==> src/sv/srpd_pkg.sv <==
// Shared types and constants for the score reel pulse driver.
// No dependencies; used by srpd_reel and score_reel_pulse_driver_top.
package srpd_pkg;

	localparam int NUM_DISPLAYS      = 2;
	localparam int REELS_PER_DISPLAY = 5;
	localparam int HOME_ROUNDS       = 10;
	localparam int NUM_REELS         = NUM_DISPLAYS * REELS_PER_DISPLAY;

	localparam logic [3:0] DIGIT_MAX   = 4'd9;
	localparam logic [4:0] DIGIT_COUNT = 5'd10;
	localparam logic [7:0] QUEUE_MAX   = 8'hFF;

	// Item kinds
	localparam logic [1:0] OP_SET  = 2'd0;
	localparam logic [1:0] OP_TICK = 2'd1;
	localparam logic [1:0] OP_HOME = 2'd2;

	// Register indexes
	localparam logic [1:0] REG_PULSE_TICKS = 2'd0;
	localparam logic [1:0] REG_GAP_TICKS   = 2'd1;
	localparam logic [1:0] REG_HOME_PAUSE  = 2'd2;
	localparam logic [1:0] REG_UPDATES_EN  = 2'd3;

	typedef enum logic [2:0] {
		COIL_IDLE = 3'b001,
		COIL_ON   = 3'b010,
		COIL_REST = 3'b100
	} coil_state_t;

	typedef enum logic [3:0] {
		HM_OFF   = 4'b0001,
		HM_START = 4'b0010,
		HM_PULSE = 4'b0100,
		HM_PAUSE = 4'b1000
	} home_state_t;

	// Per-item commands broadcast to all reel channels
	typedef struct packed {
		logic        set_digit;
		logic        tick;
		logic        clear_all;
		logic        coil_on;
		logic        coil_off;
		logic        pos_clear;
		logic [15:0] pulse_len;
		logic [15:0] gap;
		logic [3:0]  digit;
	} reel_ctl_t;

	// Status returned by each reel channel
	typedef struct packed {
		logic on;
		logic drive;
		logic busy_next;
	} reel_stat_t;

endpackage

==> src/sv/srpd_reel.sv <==
// One reel channel: position, pulse queue and coil on/rest timer.
// Depends on srpd_pkg.
module srpd_reel (
	input  logic               clk,
	input  logic               arst_n,
	input  srpd_pkg::reel_ctl_t ctl,
	input  logic               sel,
	input  logic               open_sw,
	output srpd_pkg::reel_stat_t stat
);
	import srpd_pkg::*;

	logic [3:0]  pos_q, pos_n;
	logic [7:0]  pend_q, pend_n;
	logic [15:0] tmr_q, tmr_n;
	coil_state_t ph_q, ph_n;

	logic [4:0]  diff;
	logic [3:0]  steps;
	logic [8:0]  total;
	logic        start_pulse;
	coil_state_t ph_t;
	logic [15:0] tmr_t, tmr_d;
	logic        drive;

	always_comb begin
		// forward distance, mod 10
		diff = {1'b0, ctl.digit} - {1'b0, pos_q};
		steps = diff[4] ? 4'(diff + DIGIT_COUNT) : diff[3:0];
		total = {1'b0, pend_q} + {5'b0, steps};

		start_pulse = (ph_q == COIL_IDLE) && (pend_q != 8'd0);
		ph_t = start_pulse ? COIL_ON : ph_q;
		tmr_t = start_pulse ? ctl.pulse_len : tmr_q;
		tmr_d = (tmr_t != 16'd0) ? tmr_t - 16'd1 : tmr_t;

		pos_n = pos_q;
		pend_n = pend_q;
		tmr_n = tmr_q;
		ph_n = ph_q;
		drive = 1'b0;

		if (ctl.set_digit && sel) begin
			pend_n = total[8] ? QUEUE_MAX : total[7:0];
			pos_n = ctl.digit;
		end

		if (ctl.tick) begin
			if (start_pulse) begin
				pend_n = pend_q - 8'd1;
			end
			unique case (ph_t)
				COIL_ON: begin
					drive = 1'b1;
					if (tmr_d == 16'd0) begin
						tmr_n = ctl.gap;
						ph_n = (ctl.gap == 16'd0) ? COIL_IDLE : COIL_REST;
					end else begin
						tmr_n = tmr_d;
						ph_n = COIL_ON;
					end
				end
				COIL_REST: begin
					tmr_n = tmr_d;
					ph_n = (tmr_d == 16'd0) ? COIL_IDLE : COIL_REST;
				end
				default: begin
					tmr_n = tmr_t;
					ph_n = COIL_IDLE;
				end
			endcase
		end

		if (ctl.clear_all) begin
			pend_n = 8'd0;
			tmr_n = 16'd0;
			ph_n = COIL_IDLE;
		end
		// homing: coil_on then coil_off, so a one-tick pulse ends idle
		if (ctl.coil_on && open_sw) begin
			ph_n = COIL_ON;
		end
		if (ctl.coil_off) begin
			ph_n = COIL_IDLE;
		end
		if (ctl.pos_clear) begin
			pos_n = 4'd0;
		end
	end

	always_ff @(posedge clk or negedge arst_n) begin
		if (!arst_n) begin
			pos_q <= 4'd0;
			pend_q <= 8'd0;
			tmr_q <= 16'd0;
			ph_q <= COIL_IDLE;
		end else begin
			pos_q <= pos_n;
			pend_q <= pend_n;
			tmr_q <= tmr_n;
			ph_q <= ph_n;
		end
	end

	assign stat.on = (ph_q == COIL_ON);
	assign stat.drive = drive;
	assign stat.busy_next = (pend_n != 8'd0) || (ph_n != COIL_IDLE);

endmodule

==> src/sv/score_reel_pulse_driver_top.sv <==
// Score reel pulse driver: top level with input stage, homing sequencer
// and result register. Depends on srpd_pkg and srpd_reel.
//
// Usage:
//  - s_axis carries one request per beat: tuser is the kind (set digit,
//    time tick, start homing), tdata the reel address, digit and the zero
//    switch levels. m_axis returns exactly one result per request.
//  - cfg carries register writes (index, data); it is always ready and is
//    meant to be used only while the block is idle.
//  - A request moves from the input register into the result register,
//    which drives m_axis; an m_axis stall holds it back.
//  - Throughput: one request per cycle. All ten reel channels update in
//    parallel in a single pass from the input register to the result
//    register; the only loop is the per-reel timer, one step per tick.
//  - When m_axis stalls, the result register holds and the input register
//    takes one more request; s_axis_tready then drops until the result
//    is taken. Nothing is dropped or repeated.
//  - Reset clears all reel positions, queues and timers, stops homing and
//    loads the registers with pulse 50, gap 50, home pause 300, sets on.
module score_reel_pulse_driver_top (
	input  logic        clk,
	input  logic        arst_n,
	input  logic        s_axis_tvalid,
	output logic        s_axis_tready,
	// [1:0] display_number, [4:2] reel_number, [8:5] digit_value,
	// [18:9] zero_switches, [23:19] zero
	input  logic [23:0] s_axis_tdata,
	// [1:0] opcode
	input  logic [1:0]  s_axis_tuser,
	output logic        m_axis_tvalid,
	input  logic        m_axis_tready,
	// [9:0] coil_drive, [10] accepted, [11] homing_busy, [12] reels_idle,
	// [15:13] zero
	output logic [15:0] m_axis_tdata,
	input  logic        cfg_valid,
	output logic        cfg_ready,
	input  logic [1:0]  cfg_index,
	input  logic [15:0] cfg_data
);
	import srpd_pkg::*;

	// configuration registers
	logic [15:0] pulse_ticks_q;
	logic [15:0] gap_ticks_q;
	logic [15:0] home_pause_q;
	logic        updates_en_q;

	// input stage
	logic                 in_valid_s1;
	logic [1:0]           opcode_s1;
	logic [1:0]           disp_s1;
	logic [2:0]           reel_s1;
	logic [3:0]           digit_s1;
	logic [NUM_REELS-1:0] zsw_s1;

	// homing sequencer
	home_state_t hm_q, hm_n;
	logic [3:0]  round_q, round_n;
	logic [15:0] htmr_q, htmr_n;

	// result register
	logic        out_valid_q;
	logic [15:0] out_data_q;

	logic                 adv;
	logic [15:0]          on_len;
	logic [NUM_REELS-1:0] sel, open_sw, on_bits, tick_bits, busy_bits;
	logic [NUM_REELS-1:0] drive;
	reel_ctl_t            ctl;
	reel_stat_t           stat [NUM_REELS];
	logic                 set_ok, accepted, end_rnd, idle;
	logic [15:0]          t_eff, t_dec, t_sat;
	logic [4:0]           round_inc;

	assign cfg_ready = 1'b1;

	always_ff @(posedge clk or negedge arst_n) begin
		if (!arst_n) begin
			pulse_ticks_q <= 16'd50;
			gap_ticks_q <= 16'd50;
			home_pause_q <= 16'd300;
			updates_en_q <= 1'b1;
		end else if (cfg_valid) begin
			unique case (cfg_index)
				REG_PULSE_TICKS: pulse_ticks_q <= cfg_data;
				REG_GAP_TICKS:   gap_ticks_q <= cfg_data;
				REG_HOME_PAUSE:  home_pause_q <= cfg_data;
				REG_UPDATES_EN:  updates_en_q <= cfg_data[0];
				default: ;
			endcase
		end
	end

	// work the held request when the result slot is free or being emptied
	assign adv = in_valid_s1 && (!out_valid_q || m_axis_tready);
	assign s_axis_tready = !in_valid_s1 || adv;

	always_ff @(posedge clk or negedge arst_n) begin
		if (!arst_n) begin
			in_valid_s1 <= 1'b0;
		end else if (s_axis_tready) begin
			in_valid_s1 <= s_axis_tvalid;
		end
	end

	always_ff @(posedge clk) begin
		if (s_axis_tvalid && s_axis_tready) begin
			opcode_s1 <= s_axis_tuser;
			disp_s1 <= s_axis_tdata[1:0];
			reel_s1 <= s_axis_tdata[4:2];
			digit_s1 <= s_axis_tdata[8:5];
			zsw_s1 <= s_axis_tdata[9 +: NUM_REELS];
		end
	end

	assign on_len = (pulse_ticks_q == 16'd0) ? 16'd1 : pulse_ticks_q;
	assign open_sw = ~zsw_s1;

	// reel channels; sel is one-hot on a valid address, zero otherwise
	for (genvar r = 0; r < NUM_REELS; r++) begin : g_reel
		assign sel[r] = (disp_s1 == 2'(r / REELS_PER_DISPLAY + 1))
			&& (reel_s1 == 3'(r % REELS_PER_DISPLAY + 1));
		srpd_reel u_reel (
			.clk     (clk),
			.arst_n  (arst_n),
			.ctl     (ctl),
			.sel     (sel[r]),
			.open_sw (open_sw[r]),
			.stat    (stat[r])
		);
		assign on_bits[r] = stat[r].on;
		assign tick_bits[r] = stat[r].drive;
		assign busy_bits[r] = stat[r].busy_next;
	end

	assign set_ok = updates_en_q && (hm_q == HM_OFF) && (digit_s1 <= DIGIT_MAX) && (|sel);

	// shared countdown for the homing pulse and pause
	assign t_eff = (hm_q == HM_START) ? on_len : htmr_q;
	assign t_dec = t_eff - 16'd1;
	assign t_sat = (htmr_q != 16'd0) ? htmr_q - 16'd1 : htmr_q;
	assign round_inc = {1'b0, round_q} + 5'd1;

	always_comb begin
		hm_n = hm_q;
		round_n = round_q;
		htmr_n = htmr_q;
		ctl = '0;
		ctl.pulse_len = on_len;
		ctl.gap = gap_ticks_q;
		ctl.digit = digit_s1;
		accepted = 1'b0;
		end_rnd = 1'b0;
		drive = on_bits;

		if (adv) begin
			case (opcode_s1)
				OP_SET: begin
					if (set_ok) begin
						ctl.set_digit = 1'b1;
						accepted = 1'b1;
					end
				end
				OP_TICK: begin
					unique case (hm_q)
						HM_OFF: begin
							ctl.tick = 1'b1;
							drive = tick_bits;
						end
						HM_START, HM_PULSE: begin
							if (hm_q == HM_START && open_sw == '0) begin
								// all reels at zero: round ends at once
								end_rnd = 1'b1;
								drive = '0;
							end else begin
								if (hm_q == HM_START) begin
									ctl.coil_on = 1'b1;
									drive = open_sw | on_bits;
								end
								if (t_dec == 16'd0) begin
									ctl.coil_off = 1'b1;
									if (home_pause_q != 16'd0) begin
										hm_n = HM_PAUSE;
										htmr_n = home_pause_q;
									end else begin
										end_rnd = 1'b1;
									end
								end else begin
									hm_n = HM_PULSE;
									htmr_n = t_dec;
								end
							end
						end
						HM_PAUSE: begin
							htmr_n = t_sat;
							if (t_sat == 16'd0) begin
								end_rnd = 1'b1;
							end
						end
						default: hm_n = HM_OFF;
					endcase
				end
				OP_HOME: begin
					if (hm_q == HM_OFF) begin
						ctl.clear_all = 1'b1;
						round_n = 4'd0;
						htmr_n = 16'd0;
						hm_n = HM_START;
						accepted = 1'b1;
						drive = '0;
					end
				end
				default: ;
			endcase
		end

		if (end_rnd) begin
			if (round_inc >= 5'(HOME_ROUNDS)) begin
				ctl.pos_clear = 1'b1;
				round_n = 4'd0;
				hm_n = HM_OFF;
			end else begin
				round_n = round_inc[3:0];
				hm_n = HM_START;
			end
		end
	end

	assign idle = (hm_n == HM_OFF) && (busy_bits == '0);

	always_ff @(posedge clk or negedge arst_n) begin
		if (!arst_n) begin
			hm_q <= HM_OFF;
			round_q <= 4'd0;
			htmr_q <= 16'd0;
		end else begin
			hm_q <= hm_n;
			round_q <= round_n;
			htmr_q <= htmr_n;
		end
	end

	always_ff @(posedge clk or negedge arst_n) begin
		if (!arst_n) begin
			out_valid_q <= 1'b0;
		end else if (adv) begin
			out_valid_q <= 1'b1;
		end else if (m_axis_tready) begin
			out_valid_q <= 1'b0;
		end
	end

	always_ff @(posedge clk) begin
		if (adv) begin
			out_data_q <= {3'b000, idle, (hm_n != HM_OFF), accepted, drive};
		end
	end

	assign m_axis_tvalid = out_valid_q;
	assign m_axis_tdata = out_data_q;

endmodule

==> config.mk <==
export PLATFORM = sky130hd
export DESIGN_NAME = score_reel_pulse_driver_top
export DESIGN_NICKNAME = d
export VERILOG_FILES = /design/src/sv/srpd_pkg.sv /design/src/sv/srpd_reel.sv /design/src/sv/score_reel_pulse_driver_top.sv
export SDC_FILE = /design/constraint.sdc
export NUM_CORES = 2
export LEC_CHECK = 0
export BUFFER_PORTS_ARGS = -buffer_cell sky130_fd_sc_hd__buf_4
export CORE_MARGIN = 2
export CORE_UTILIZATION = 60
export CTS_BUF_LIST = sky130_fd_sc_hd__clkbuf_4 sky130_fd_sc_hd__clkbuf_8
export DETAILED_ROUTE_END_ITERATION = 6
export PLACE_DENSITY = 0.83
export SYNTH_ARGS = -nofsm -noshare
export SYNTH_HDL_FRONTEND = slang
export SYNTH_HIERARCHICAL = 1
export SYNTH_SLANG_ARGS = --single-unit
export TNS_END_PERCENT = 10
==> constraint.sdc <==
create_clock -name clk -period 8.7 [get_ports clk]
set_input_delay 1.305 -clock clk [delete_from_list [all_inputs] [get_ports clk]]
set_output_delay 1.305 -clock clk [all_outputs]
set_load 0.01 [all_outputs]
==> results.txt <==
The run finished, with violations left. The final reports fail on design-rule violations. The final critical path takes up 87.8% of the cycle. Final setup violation count: 0. The number of clock sinks seen by CTS came out at 419. The synthesized netlist cell count was 4988.

The analysis attributes to cell leakage a power of 17.8 nW. TritonCTS built the clock tree. The number of gates resized after CTS was 0. Worst reg-to-reg path cell count: 19.

The maximum clock frequency was 0.131 GHz. The area growth from synthesis to layout came out at 6.51%. In this run, CTS created clock tree buffers numbering 77. The end of the worst register-to-register path was m_axis_tdata[12]$_DFFE_PP_. Endpoint type of the worst setup path: a flip-flop. The largest net degree at the start of global routing came out at 113. The run gives 39.5% as the overall track demand over capacity in global routing. Measured against its own limit, the worst slew margin works out to 15.8%. Count of unresolved DRC violations after routing: 1. The die boundary height is 264 um.

Number of warnings reported in the yosys synthesis log: 6. The logs give 5528 for the detailed router's first-iteration violation count and 3 for the deepest clock path buffer count. Cell total after placement: 5734. Global routing finished with a remaining overflow of 0. The slew at the pin closest to its max-slew limit was 1.26 ns; the largest fanout of any net on the critical path was 11. sky130_fd_sc_hd__nor2_1 is the most common cell in the netlist. The wire length per cell works out to 24.1 um. The critical path ends at m_axis_tdata[12]$_DFFE_PP_. At the worst endpoint, the required time is 9.23 ns. The tools report the count of non-filler cells in the finished layout as 5876. Sorting the synthesized cells by area gives the leading types as sky130_fd_sc_hd__dfrtp_1 (22%), sky130_fd_sc_hd__mux2i_1 (6.0%), sky130_fd_sc_hd__nor2_1 (5.5%), sky130_fd_sc_hd__ha_1 (4.3%), sky130_fd_sc_hd__a21oi_1 (4.0%). The worst hold path belongs to the class reg2reg. The flop-to-flop setup slack came out at 1.06 ns. Across the routed clock network, the largest skew measured is 0.0371 ns. The commonest cells after synthesis are sky130_fd_sc_hd__nor2_1 (596), sky130_fd_sc_hd__nand2_1 (401), sky130_fd_sc_hd__dfrtp_1 (363).

For the proportion of synthesized chip area in sequential cells, the log shows 26.2%. The arrival time at the worst endpoint was 8.17 ns. The port buffer count was 58.

Tracing the worst setup path back leads to its startpoint at pulse_ticks_q[8]$_DFFE_PN0P_. Power spread over the standard cell area amounts to 287 nW/um^2. The number of unique standard cell types used by synthesis was 119; the final count of hold timing violations was 0. Cells with a size suffix above 1 make up 12.4% of the layout.

The launch point of the worst reg-to-reg path is pulse_ticks_q[8]$_DFFE_PN0P_. Cells fill 64.6% of the core in the end. The die extent in x was 264 um. Setup repair after global routing left no endpoint under its margin.

STA classifies the critical path startpoint as a flip-flop. Each instance of the synthesized netlist takes up on average 8.16 um^2. For the sum of internal, switching and leakage power, the log shows 0.0124 W. The cell accounting for the most synthesized area was sky130_fd_sc_hd__dfrtp_1. The number of max-cap violations was 0; the final-layout setup total negative slack was 0 ns. Cell area after technology mapping: 40700 um^2. The number of global-route vias before repair is 40.0k, and the area inside the core boundary is 67200 um^2. After synthesis, the share of flip-flops with an asynchronous set or reset is 91.9%.

The first detailed-routing pass ran for 7 iterations. The clock period could shrink to 7.64 ns. The number of vias per cell after detailed routing was 7.11. The worst setup path is of the reg2reg kind. Post-CTS timing repair inserted 0 buffers for setup. In this run the core area contains 95 standard-cell rows.

The die footprint came out at 69900 um^2. Across the VDD grid, the largest voltage drop is 0.000189 V. Among all flip-flop cells after synthesis, the most frequent one is sky130_fd_sc_hd__dfrtp_1. Detailed placement finished with a half-perimeter wire length of 94400 um.

The number of antenna violations at the first check in global routing came out at 1. The initial utilization of the core area, before any placement, comes to 60.6%. The total wirelength of the detailed-routed design is 142000 um, and the register bit total from synthesis is 419. The tree is rooted in a sky130_fd_sc_hd__clkbuf_8. The tools report the global placer's final weighted congestion as 1.00.

The number of nets with antenna violations after detailed routing was 0. The later-pin clock latency in the skew report is 0.70 ns, and the max-slew violation count is 0. The filler cells instantiated in the layout total 5705. The via count was 41.8k; the register clock-pin slew on the reported worst setup and hold paths was 0.06 ns.

The area share of the largest cell type after synthesis was 22.3%. Final-stage net count: 5148. The first global-routing pass estimated 221000 um of wire. The logs give 0 for the quantity of hold-fixing buffers added after cts and 68 for the number of top-level pins. The number of enable-type register cells in the synthesized netlist was 34. H-tree depth: 3.
-- area by class of cell --
class / count / area, um^2 / share of cell area (%)
diodes: 1 / 2.50 / 0.00577
clock buffers: 121 / 1510 / 3.48
clock inverters: 20 / 190 / 0.439
inverters: 174 / 661 / 1.52
multi-input cells: 4109 / 28000 / 64.5
flip-flops and latches: 419 / 10700 / 24.7
well taps: 873 / 1090 / 2.52
repair buffers: 159 / 1230 / 2.83
-- critical path, cell delays in order, from the launching register on --
cell and delay (ns):
sky130_fd_sc_hd__dfrtp_2 0.40, sky130_fd_sc_hd__nor4_2 0.48, sky130_fd_sc_hd__nand4_1 0.39, sky130_fd_sc_hd__nor3_1 0.35, sky130_fd_sc_hd__nor2_1 0.12, sky130_fd_sc_hd__inv_1 0.63
sky130_fd_sc_hd__mux2i_1 0.28, sky130_fd_sc_hd__ha_1 0.29, sky130_fd_sc_hd__nor2b_1 0.15, sky130_fd_sc_hd__nand4b_1 0.18, sky130_fd_sc_hd__mux2i_1 0.14, sky130_fd_sc_hd__and2_1 0.35
sky130_fd_sc_hd__o31ai_1 0.44, sky130_fd_sc_hd__or3b_1 0.45, sky130_fd_sc_hd__or4b_1 0.68, sky130_fd_sc_hd__mux2_4 0.35, sky130_fd_sc_hd__nand4bb_1 0.31, sky130_fd_sc_hd__nor4_1 0.91
sky130_fd_sc_hd__nand3_1 0.37, sky130_fd_sc_hd__nor2_1 0.18
-- power by group --
part	leakage, nW	total (W)	internal [W]	switching [W]
Combinational	11.6	0.00700	0.00271	0.00429
Sequential	5.29	0.00332	0.00248	0.000841
Clock	0.904	0.00211	0.00119	0.000919
Total	17.8	0.0124	0.00639	0.00605
-- worst min-delay path by stage --
stage / from / to / slack (ns) / depth (start not counted)
6_report: in_valid_s1$_DFFE_PN0N_ / m_axis_tvalid$_DFFE_PN0P_ / 0.51 / 1
5_1_grt: in_valid_s1$_DFFE_PN0N_ / m_axis_tvalid$_DFFE_PN0P_ / 0.54 / 1
4_1_cts: in_valid_s1$_DFFE_PN0N_ / m_axis_tvalid$_DFFE_PN0P_ / 0.51 / 1
3_5_place_dp: gap_ticks_q[0]$_DFFE_PN0P_ / gap_ticks_q[0]$_DFFE_PN0P_ / 0.51 / 1
3_3_place_gp: in_valid_s1$_DFFE_PN0N_ / m_axis_tvalid$_DFFE_PN0P_ / 0.49 / 1
2_1_floorplan: g_reel[9].u_reel/tmr_q[0]$_DFFE_PN0P_ / g_reel[9].u_reel/tmr_q[0]$_DFFE_PN0P_ / 0.46 / 2
-- cell families after synthesis --
logic type      Yosys count  synth area share, %
flops                   419                 26.2
fa+ha+maj               159                 5.26
mux                     380                 10.0
other cells               2               0.0184
xor+xnor                236                 5.08
simple gates           2090                 27.0
buf+inv                 462                 5.32
compound gates         1240                 21.1
-- registers in the layout, summed over array words and instances (netlist names) --
name                  count
g_reel.u_reel/tmr_q     160
g_reel.u_reel/pend_q     80
g_reel.u_reel/pos_q      40
g_reel.u_reel/ph_q       30
gap_ticks_q              16
home_pause_q             16
htmr_q                   16
pulse_ticks_q            16
m_axis_tdata             13
zsw_s1                   10
digit_s1                  4
hm_q                      4
round_q                   4
reel_s1                   3
disp_s1                   2
opcode_s1                 2
in_valid_s1               1
m_axis_tvalid             1
updates_en_q              1
-- cell usage in the layout, fill, tap and decap left out, types with 25 or more instances in the layout --
cell type	instances
sky130_fd_sc_hd__and2_1	37
sky130_fd_sc_hd__o211ai_1	72
sky130_fd_sc_hd__a21oi_1	317
sky130_fd_sc_hd__xnor2_1	103
sky130_fd_sc_hd__a31oi_1	64
sky130_fd_sc_hd__mux2i_1	246
sky130_fd_sc_hd__nor4b_1	30
sky130_fd_sc_hd__clkbuf_4	25
sky130_fd_sc_hd__a21o_1	54
sky130_fd_sc_hd__nand3_1	119
sky130_fd_sc_hd__a311oi_1	44
sky130_fd_sc_hd__and3_1	26
sky130_fd_sc_hd__nor3b_1	55
sky130_fd_sc_hd__clkbuf_8	96
sky130_fd_sc_hd__a211oi_1	119
sky130_fd_sc_hd__o31ai_1	36
sky130_fd_sc_hd__o2111ai_1	39
sky130_fd_sc_hd__nand2b_1	45
sky130_fd_sc_hd__buf_4	156
sky130_fd_sc_hd__or2_2	35
sky130_fd_sc_hd__nand2_1	401
sky130_fd_sc_hd__nand4_1	63
sky130_fd_sc_hd__nor2_1	596
sky130_fd_sc_hd__or3_1	38
sky130_fd_sc_hd__nor3_1	261
sky130_fd_sc_hd__ha_1	139
sky130_fd_sc_hd__dfrtp_1	353
sky130_fd_sc_hd__nor2b_1	36
sky130_fd_sc_hd__edfxtp_1	34
sky130_fd_sc_hd__o21ai_0	163
sky130_fd_sc_hd__xor2_1	133
sky130_fd_sc_hd__or4_1	28
sky130_fd_sc_hd__mux2_2	110
sky130_fd_sc_hd__nor4_1	156
sky130_fd_sc_hd__inv_1	167
-- per-stage QoR --
stage | hold slack (ns) | cell area, um^2 | setup slack (ns)
2_1_floorplan | 0.464 | 40700 | 1.15
3_3_place_gp | 0.488 | 41700 | 1.55
3_5_place_dp | 0.508 | 41700 | 1.49
4_1_cts | 0.508 | 43400 | 1.46
5_1_grt | 0.537 | 43400 | 0.847
6_report | 0.511 | 43400 | 1.06
-- per-layer routing --
| layer | GRT usage (%) | vias up | share of wire [%] |
|---|---|---|---|
| met4 | 23.5 | 0 | 6.8 |
| met3 | 10.9 | 731 | 13 |
| met2 | 59.3 | 2694 | 42 |
| met5 | 0 | - | 0 |
| met1 | 50.7 | 19700 | 38 |
| li1 | - | 18600 | - |
No activity file was read; power rests on OpenSTA's default activity.
